<file path="src/design/fwbu_pkg.sv">
// package for the fixed width bit unpacker
// holds payload structs, controller/datapath command and status types, constants
// no dependencies
package fwbu_pkg;

   localparam int MaxWidthDefault = 32;
   localparam int ByteBits        = 8;
   localparam int HeldBits        = 6;
   localparam int CfgBits         = 6;
   localparam int ValueBits       = 32;
   localparam int GroupBits       = 3;

   localparam logic [CfgBits-1:0] BitWidthReset = 6'd8;

   typedef struct packed {
      logic [ByteBits-1:0] data_byte;
      logic                end_of_data;
   } req_type;

   typedef struct packed {
      logic [ValueBits-1:0] value;
      logic                 last_of_byte;
      logic                 last_of_group;
   } rsp_type;

   // controller to datapath
   typedef struct packed {
      logic load;
      logic emit;
      logic finish;
   } cmd_type;

   // datapath to controller
   typedef struct packed {
      logic has_value;
      logic last_value;
      logic out_free;
   } status_type;

   typedef enum logic [1:0] {
      StIdle = 2'b01,
      StEmit = 2'b10
   } state_type;

endpackage

</file>
<file path="src/design/fwbu_ctrl.sv">
// controller of the fixed width bit unpacker: one-hot load / emit sequencer
// depends on fwbu_pkg
module fwbu_ctrl (
   input  logic               clock,
   input  logic               reset,
   input  logic               req_valid,
   output logic               req_ready,
   input  fwbu_pkg::status_type status,
   output fwbu_pkg::cmd_type   cmd
);
   import fwbu_pkg::*;

   state_type state_ff, state_in;

   assign req_ready = (state_ff == StIdle);

   always_comb begin
      state_in = state_ff;
      cmd      = '0;
      case (state_ff)
         StIdle: begin
            if (req_valid) begin
               cmd.load = 1'b1;
               state_in = StEmit;
            end
         end
         StEmit: begin
            if (!status.has_value) begin
               // nothing (more) to decode from this byte
               cmd.finish = 1'b1;
               state_in   = StIdle;
            end else if (status.out_free) begin
               cmd.emit = 1'b1;
               if (status.last_value) begin
                  cmd.finish = 1'b1;
                  state_in   = StIdle;
               end
            end
         end
         default: begin
            state_in = StIdle;
         end
      endcase
   end

   always_ff @(posedge clock) begin
      if (reset) begin
         state_ff <= StIdle;
      end else begin
         state_ff <= state_in;
      end
   end

endmodule

</file>
<file path="src/design/fwbu_dpath.sv">
// datapath of the fixed width bit unpacker: bit accumulator, extractor, output register
// depends on fwbu_pkg
module fwbu_dpath #(
   parameter int MAX_WIDTH = fwbu_pkg::MaxWidthDefault
) (
   input  logic                          clock,
   input  logic                          reset,
   input  fwbu_pkg::req_type             req_data,
   input  logic                          csr_valid,
   input  logic [fwbu_pkg::CfgBits-1:0]  csr_data,
   output logic                          rsp_valid,
   input  logic                          rsp_ready,
   output fwbu_pkg::rsp_type             rsp_data,
   input  fwbu_pkg::cmd_type             cmd,
   output fwbu_pkg::status_type          status
);
   import fwbu_pkg::*;

   localparam int AccBits  = MAX_WIDTH + ByteBits - 1;
   localparam int LongBits = (AccBits > ValueBits) ? AccBits : ValueBits;

   logic [CfgBits-1:0]   width_ff;
   logic [AccBits-1:0]   acc_ff, acc_in;
   logic [HeldBits-1:0]  held_ff, held_in;
   logic [GroupBits-1:0] cnt_ff, cnt_in;
   logic                 eod_ff;
   logic                 rsp_valid_ff;
   rsp_type              rsp_ff;

   logic [HeldBits-1:0]  w;
   logic [HeldBits-1:0]  diff;
   logic [LongBits-1:0]  shifted;
   logic [ValueBits:0]   vone;
   logic [ValueBits-1:0] vmask;
   logic [AccBits:0]     kone;
   logic [AccBits:0]     kmask;
   logic [ValueBits-1:0] value;
   logic                 group_end;

   // zero acts as one, anything above the maximum acts as the maximum
   always_comb begin
      if (width_ff == '0) begin
         w = HeldBits'(1);
      end else if (width_ff > CfgBits'(MAX_WIDTH)) begin
         w = HeldBits'(MAX_WIDTH);
      end else begin
         w = HeldBits'(width_ff);
      end
   end

   assign diff      = held_ff - w;
   assign shifted   = LongBits'(acc_ff) >> diff;
   assign vone      = {{ValueBits{1'b0}}, 1'b1} << w;
   assign vmask     = vone[ValueBits-1:0] - ValueBits'(1);
   assign value     = shifted[ValueBits-1:0] & vmask;
   assign kone      = {{AccBits{1'b0}}, 1'b1} << diff;
   assign kmask     = kone - (AccBits+1)'(1);
   assign group_end = (cnt_ff == {GroupBits{1'b1}});

   assign status.has_value  = (held_ff >= w);
   assign status.last_value = group_end || (diff < w);
   assign status.out_free   = !rsp_valid_ff || rsp_ready;

   assign rsp_valid = rsp_valid_ff;
   assign rsp_data  = rsp_ff;

   always_comb begin
      acc_in  = acc_ff;
      held_in = held_ff;
      cnt_in  = cnt_ff;
      if (cmd.load) begin
         acc_in  = {acc_ff[AccBits-ByteBits-1:0], req_data.data_byte};
         held_in = held_ff + HeldBits'(ByteBits);
      end
      if (cmd.emit) begin
         acc_in  = acc_ff & kmask[AccBits-1:0];
         held_in = diff;
         cnt_in  = cnt_ff + GroupBits'(1);
         if (group_end) begin
            // group complete: leftover bits of the byte are dropped
            acc_in  = '0;
            held_in = '0;
            cnt_in  = '0;
         end
      end
      if (cmd.finish && eod_ff) begin
         acc_in  = '0;
         held_in = '0;
         cnt_in  = '0;
      end
   end

   always_ff @(posedge clock) begin
      if (reset) begin
         width_ff     <= BitWidthReset;
         acc_ff       <= '0;
         held_ff      <= '0;
         cnt_ff       <= '0;
         rsp_valid_ff <= 1'b0;
      end else begin
         if (csr_valid) begin
            width_ff <= csr_data;
         end
         acc_ff  <= acc_in;
         held_ff <= held_in;
         cnt_ff  <= cnt_in;
         if (cmd.emit) begin
            rsp_valid_ff <= 1'b1;
         end else if (rsp_ready) begin
            rsp_valid_ff <= 1'b0;
         end
      end
   end

   always_ff @(posedge clock) begin
      if (cmd.load) begin
         eod_ff <= req_data.end_of_data;
      end
      if (cmd.emit) begin
         rsp_ff.value         <= value;
         rsp_ff.last_of_byte  <= status.last_value;
         rsp_ff.last_of_group <= group_end;
      end
   end

endmodule

</file>
<file path="src/design/fixed_width_bit_unpacker_top.sv">
// channel   ports                        payload
// req       req_valid/req_ready          req_data: data_byte, end_of_data
// rsp       rsp_valid/rsp_ready          rsp_data: value, last_of_byte, last_of_group
// csr       csr_valid/csr_ready          csr_data: bit_width
//
// a byte is first loaded into the bit accumulator; the extractor then gives one value per cycle
// out of it while the rsp output has room, until the last value of the byte is emitted
// a byte that yields no value is loaded and then finished without emitting
// a stalled rsp holds the extractor; the next byte is taken while the last value waits
// reset (synchronous) restores bit_width 8 and empties the accumulator and group count
// top level of the fixed width bit unpacker; depends on fwbu_pkg, fwbu_ctrl, fwbu_dpath
module fixed_width_bit_unpacker_top #(
   parameter int MAX_WIDTH = fwbu_pkg::MaxWidthDefault
) (
   input  logic                          clock,
   input  logic                          reset,
   input  logic                          req_valid,
   output logic                          req_ready,
   input  fwbu_pkg::req_type             req_data,
   output logic                          rsp_valid,
   input  logic                          rsp_ready,
   output fwbu_pkg::rsp_type             rsp_data,
   input  logic                          csr_valid,
   output logic                          csr_ready,
   input  logic [fwbu_pkg::CfgBits-1:0]  csr_data
);
   import fwbu_pkg::*;

   cmd_type    cmd;
   status_type status;

   assign csr_ready = 1'b1;

   fwbu_ctrl u_ctrl (
      .clock     (clock),
      .reset     (reset),
      .req_valid (req_valid),
      .req_ready (req_ready),
      .status    (status),
      .cmd       (cmd)
   );

   fwbu_dpath #(
      .MAX_WIDTH (MAX_WIDTH)
   ) u_dpath (
      .clock     (clock),
      .reset     (reset),
      .req_data  (req_data),
      .csr_valid (csr_valid),
      .csr_data  (csr_data),
      .rsp_valid (rsp_valid),
      .rsp_ready (rsp_ready),
      .rsp_data  (rsp_data),
      .cmd       (cmd),
      .status    (status)
   );

   a_one_byte_at_a_time: assert property (@(posedge clock) disable iff (reset)
      (req_valid && req_ready) |=> !req_ready)
      else $error("byte taken while previous byte still decoding");

   a_emit_needs_room: assert property (@(posedge clock) disable iff (reset)
      cmd.emit |-> status.out_free)
      else $error("value emitted over an untaken result");

   a_group_end_ends_byte: assert property (@(posedge clock) disable iff (reset)
      (rsp_valid && rsp_data.last_of_group) |-> rsp_data.last_of_byte)
      else $error("group end not flagged as last value of byte");

endmodule

</file>
<file path="config.mk">
export PLATFORM = sky130hd
export DESIGN_NAME = fixed_width_bit_unpacker_top
export DESIGN_NICKNAME = d
export VERILOG_FILES = /design/src/design/fwbu_pkg.sv /design/src/design/fwbu_ctrl.sv /design/src/design/fwbu_dpath.sv /design/src/design/fixed_width_bit_unpacker_top.sv
export SDC_FILE = /design/constraint.sdc
export NUM_CORES = 1
export LEC_CHECK = 0
export BUFFER_PORTS_ARGS = -buffer_cell sky130_fd_sc_hd__buf_2
export CAP_MARGIN = 20
export CORE_MARGIN = 1.5
export CORE_UTILIZATION = 45
export DETAILED_ROUTE_END_ITERATION = 10
export SYNTH_ARGS = -nofsm -noshare
export SYNTH_HDL_FRONTEND = slang
export SYNTH_HIERARCHICAL = 1
export SYNTH_SLANG_ARGS = --single-unit
</file>
<file path="constraint.sdc">
create_clock -name clock -period 11.5 [get_ports clock]
set_input_delay 1.15 -clock clock [delete_from_list [all_inputs] [get_ports clock]]
set_output_delay 1.15 -clock clock [all_outputs]
set_load 0.02 [all_outputs]
</file>
## Word level (Yosys, flattened, before mapping)

Index checks and enable logic that the tools add are counted.

- $add $sub $neg: 5
- $lt $le $gt $ge: 3
- Equality and inequality tests: 6
- Shift-type cells: 3
- Mux-type cells: 23
- Bitwise gates (word level): 2
- Reductions and logical operators: 9

Operator list:

| kind | number |
|---|---|
| $mux 39 | 3 |
| $and 39x39->39 | 1 |
| $shl 1x6->39 const A | 1 |
| $shr 39x6->32 | 1 |
| $sub 39x1->39 const B | 1 |
| $and 32x32->32 | 1 |
| $shl 1x6->32 const A | 1 |
| $sub 32x1->32 const B | 1 |
| $mux 6 | 5 |
| $mux 2 | 6 |
| $mux 1 | 7 |
| $add 6x4->6 const B | 1 |
| $ge 6x6->1 | 1 |
| $gt 6x6->1 const B | 1 |
| $logic_not 6->1 | 1 |
| $lt 6x6->1 | 1 |
| $ne 3x3->1 const B | 2 |
| $sub 6x6->6 | 1 |
| $pmux 2 s2 | 1 |
| $reduce_bool 2->1 | 2 |
| $add 3x1->3 const B | 1 |
| $eq 3x3->1 const B | 1 |
| $mux 3 | 1 |
| $reduce_and 3->1 | 1 |
| other kinds (7) | 8 |

- Register bits: 92
- Input bits: 20
- Output and inout bits: 37
- Logic and storage cells: 61

## Logic depth before layout (Yosys ltp)

- Word-level depth: 12
- Mapped depth: 30

## Modules after synthesis

The synthesis kept the hierarchy.

By module, submodules not included:

| module | instances | cells an instance | area an instance (um^2) |
|---|---|---|---|
| fwbu_dpath | 1 | 928 | 7622.3 |
| fwbu_ctrl | 1 | 11 | 115.1 |
| fixed_width_bit_unpacker_top | 1 | 2 | 11.3 |

## Least setup slack after synthesis

No wires, ideal clock.

- Kind: reg-to-reg
- Start: reg u_dpath.width_ff[1]
- End: reg u_dpath.acc_ff[20]
- Arrival: 5207 ps
- Data required time: 11413 ps
- Path slack: 6206 ps
- Stages on the path, launching flop included: 31
- Path buffers: 5
- Cells stage by stage: dfxtp_1 > clkbuf_1 > or3_1 > nor2_1 > nor2_1 > nor2_1 > ha_1 > inv_1 > fa_1 > xnor2_2 > inv_2 > buf_2 > buf_4 > buf_2 > ha_1 > o21a_1 > o21a_1 > o22ai_1 > o21ai_0 > a21oi_1 > or2_2 > a21boi_0 > nor3b_1 > a21o_1 > or3_1 > clkbuf_1 > nand2_1 > a22oi_1 > nor3_1 > a21oi_1 > o31ai_1

RTL lines:

| item | RTL line | source |
|---|---|---|
| from (decl) | fwbu_dpath.sv:22 | `logic [CfgBits-1:0] width_ff;` |
| from (signal assigned) | fwbu_dpath.sv:95 | `width_ff <= BitWidthReset;` |
| from (signal assigned) | fwbu_dpath.sv:102 | `width_ff <= csr_data;` |
| to (signal assigned) | fwbu_dpath.sv:104 | `acc_ff <= acc_in;` |
| to (decl) | fwbu_dpath.sv:23 | `logic [AccBits-1:0] acc_ff, acc_in;` |

==> results.yml <==
outcome:
  status: "finished, final reports clean"
pwr:
  p_total_w: 0.00118
  power_density_nw_per_um2: 143
  internal-power_w: 0.000670
  p_comb_frac: 0.453
  p_switching_w: 0.000512
  p_leak_nw: 3.23
  swShare: 0.433
  ir_drop_v: 0.0000855
  power_frac_seq: 0.311
  p_clk_frac: 0.237
clocking:
  numCtsBuffers: 9
  cts_resized: 0
  cts_buffer_depth: 2
  htreeDepth: 3
  cts-root-buf: "clkbuf_16"
  holdBufCountCts: 0
  clk_latency_ns: 0.36
  cts_sinks: 92
  postCtsSetupRepairBufs: 0
  clk_pin_slew_ns: 0.07
  tritoncts: "yes"
setup_path:
  cp_common_cell: "nor2_1"
  r2r_end: "u_dpath/acc_ff[22]"
  slowest_delay_ns: 0.78
  path_max_fanout: 50
  path_cells: "or3_1 -> nor2_1 -> nor2_1 -> nor2_1 -> ha_2 -> inv_1 -> fa_2 -> xnor2_4 -> buf_4 -> inv_2 -> ha_1 -> o21a_1 -> o21a_1 -> o22ai_1 -> o21ai_0 -> a21oi_1 -> or2_2 -> a21boi_0 -> nor3b_1 -> a21o_1 -> buf_4 -> nor2_1 -> nand2_1 -> o32ai_2"
  worstRegToRegCells: 24
  r2r-start: "u_dpath/width_ff[2]"
  r2r_slack_ns: 4.93
  crit_buf_inv: 4
  crit_arrival_ns: 6.84
  worstSetupEndpointType: "flip-flop"
  slowest_stage: "nor2_1"
  critPathTopFamily: "simple AND/OR/NAND/NOR gates"
  criticalPathCategory: "reg2reg"
  worstSetupStartpointType: "flip-flop"
  cp.required_ns: 11.77
layout:
  syn_to_final_growth_pct: 6.88
  fillCellCount: 1665
  drive_above_1_share: 0.159
  final_common_cell: "nand2_1"
  final_cell_mix: "120 x nand2_1, 109 x nor2_1, 72 x a21oi_1"
  antenna_cells: 0
  nets: 971
timing:
  clock_skew_ns: 0.0104
  relSlewSlack: 0.362
  maxSlewViolCount: 0
  rsz0062_at_grt: "no"
  hold_viol: 0
  max_clock_freq_ghz: 0.152
  tns_ns: 0
  finalCriticalPeriod_ns: 6.57
  setup_viol: 0
  holdWs_ns: 0.502
  layout_worst_path_cycle_share: 0.571
  worst_pin_slew_ns: 0.954
placement:
  port_buffers: 55
  gp_congestion: 0.920
  dpl.hpwl_mm: 16.7
detailed_routing:
  drtPass1Iterations: 6
  drc: 0
  wl_mm: 24.6
  wl_per_cell_um: 21.2
  detail-route-antenna-nets: 0
  drt_iter0_drc: 842
  vias: 7356
  via_per_inst: 6.35
yosys:
  synth_edf_count: 35
  yosys_warnings: 6
  synth_area_um2: 7750
  ys_types: 91
  synthesis.instances: 941
  synth_flop_cell: "dfxtp_1"
  syn_area_per_cell_um2: 8.23
  synth-seq-cells: 92
  yosysSeqAreaShare: 0.283
  synth-async-reset-ratio: 0
  syn_nets: 978
die:
  die_area_um2: 18000
  rows: 47
  die_h_um: 134
  die_w_um: 134
  core_um2: 16700
  initial_utilization: 0.464
  num_io_pins: 57
min_path:
  min_to: "u_dpath/cnt_ff[2]"
  worstHoldPathType: "reg2reg"
  hold_depth: 2
  hp-start: "u_dpath/cnt_ff[2]"
flow_run:
  max-cap-violations: 0
global_route:
  grt_overflow_total: 0
  grt_max_degree: 67
  grt_first_pass_wirelength_mm: 38.3
  grtUsageTotal: 0.275
  grt_pass1_vias: 6618
  antenna_found_initial: 0
metrics by stage:
step | setup WS, ns | instances | util | area, um2
2_1_floorplan | 6.21 | 941 | - | 7750
3_3_place_gp | 5.19 | 1142 | 0.479 | 7990
3_5_place_dp | 5.10 | 1142 | 0.479 | 7990
4_1_cts | 5.06 | 1157 | 0.494 | 8260
5_1_grt | 4.45 | 1158 | 0.496 | 8280
6_report | 4.93 | 1158 | 0.496 | 8280
worst max path at each step:
stage / start / endpoint / slack [ns] / cells past startpoint
final: u_dpath/width_ff[2] / u_dpath/acc_ff[22] / 4.93 / 24
after global placement: u_dpath/width_ff[2] / u_dpath/acc_ff[27] / 5.19 / 25
after global routing: u_dpath/width_ff[2] / u_dpath/acc_ff[22] / 4.45 / 24
after CTS: u_dpath/width_ff[2] / u_dpath/acc_ff[22] / 5.06 / 24
after detailed placement: u_dpath/width_ff[2] / u_dpath/acc_ff[22] / 5.10 / 24
after floorplan: u_dpath/width_ff[1] / u_dpath/acc_ff[20] / 6.21 / 30
power by group through the flow:
stage / Clock (W) / Sequential (W) / Combinational [W]
6_report: 0.000280 / 0.000367 / 0.000535
2_1_floorplan: 0 / 0.000364 / 0.000418
3_3_place_gp: 0 / 0.000374 / 0.000521
5_1_grt: 0.000301 / 0.000368 / 0.000574
3_5_place_dp: 0 / 0.000374 / 0.000517
4_1_cts: 0.000287 / 0.000366 / 0.000519
state kept, by name (all words and copies together) (netlist names):
name and count:
u_dpath/held_ff 6, u_dpath/rsp_valid 1, u_dpath/width_ff 6, u_dpath/eod_ff 1, u_dpath/cnt_ff 3, u_dpath/acc_ff 39
u_dpath/rsp_data 34, u_ctrl/state_ff 2
cell type report:
class                   count  area [um2]  share of cell area
repair buffers             68         390              0.0471
clock buffers              13         251              0.0304
flip-flops and latches     92        2190               0.265
well taps                 220         275              0.0332
multi-input cells         747        5100               0.616
clock inverters             2        11.3             0.00136
inverters                  16        62.6             0.00755
worst register-to-register path: stages, from the launching register on:
cell and delay [ns]:
dfxtp_1 0.53, or3_1 0.49, nor2_1 0.20, nor2_1 0.11, nor2_1 0.17, ha_2 0.21
inv_1 0.05, fa_2 0.40, xnor2_4 0.16, buf_4 0.44, inv_2 0.49, ha_1 0.45
o21a_1 0.11, o21a_1 0.10, o22ai_1 0.06, o21ai_0 0.08, a21oi_1 0.08, or2_2 0.28
a21boi_0 0.31, nor3b_1 0.11, a21o_1 0.19, buf_4 0.24, nor2_1 0.80, nand2_1 0.15
o32ai_2 0.27
cells by family (layout without fill, tap and decap cells):
group	after synthesis	in the layout	synth area share
flip-flops	92	92	0.283
AO/OA/AOI/OAI	252	252	0.217
XOR/XNOR	13	13	0.0200
other	2	2	0.000969
buffers and inverters	102	99	0.0644
multiplexers	103	103	0.168
AND/OR/NAND/NOR	360	360	0.218
adder cells (fa/ha/maj)	17	17	0.0284
metal layers:
| layer | up-vias | part of all wire | GRT usage |
|---|---|---|---|
| met5 | - | 0 | 0 |
| met4 | 0 | 0.035 | 0.119 |
| met3 | 55 | 0.069 | 0.0363 |
| met2 | 332 | 0.44 | 0.416 |
| met1 | 3515 | 0.46 | 0.393 |
| li1 | 3454 | - | - |
cell usage after synthesis, types with 13 or more instances:
cell type  instances  area share
nand3_1           18       0.012
nor2_1           109       0.053
a31oi_1           26       0.021
mux2i_1           70       0.090
inv_1             13      0.0063
o21ai_0           41       0.026
nand2b_1          13       0.010
clkbuf_1          39       0.019
ha_1              16       0.026
a21oi_1           72       0.047
edfxtp_1          35        0.14
dfxtp_1           57        0.15
nor2b_1           15       0.012
mux4_2            19       0.055
nand2_1          120       0.058
nor3_1            25       0.016
buf_2             22       0.014
(Power assumes the default switching activity.)
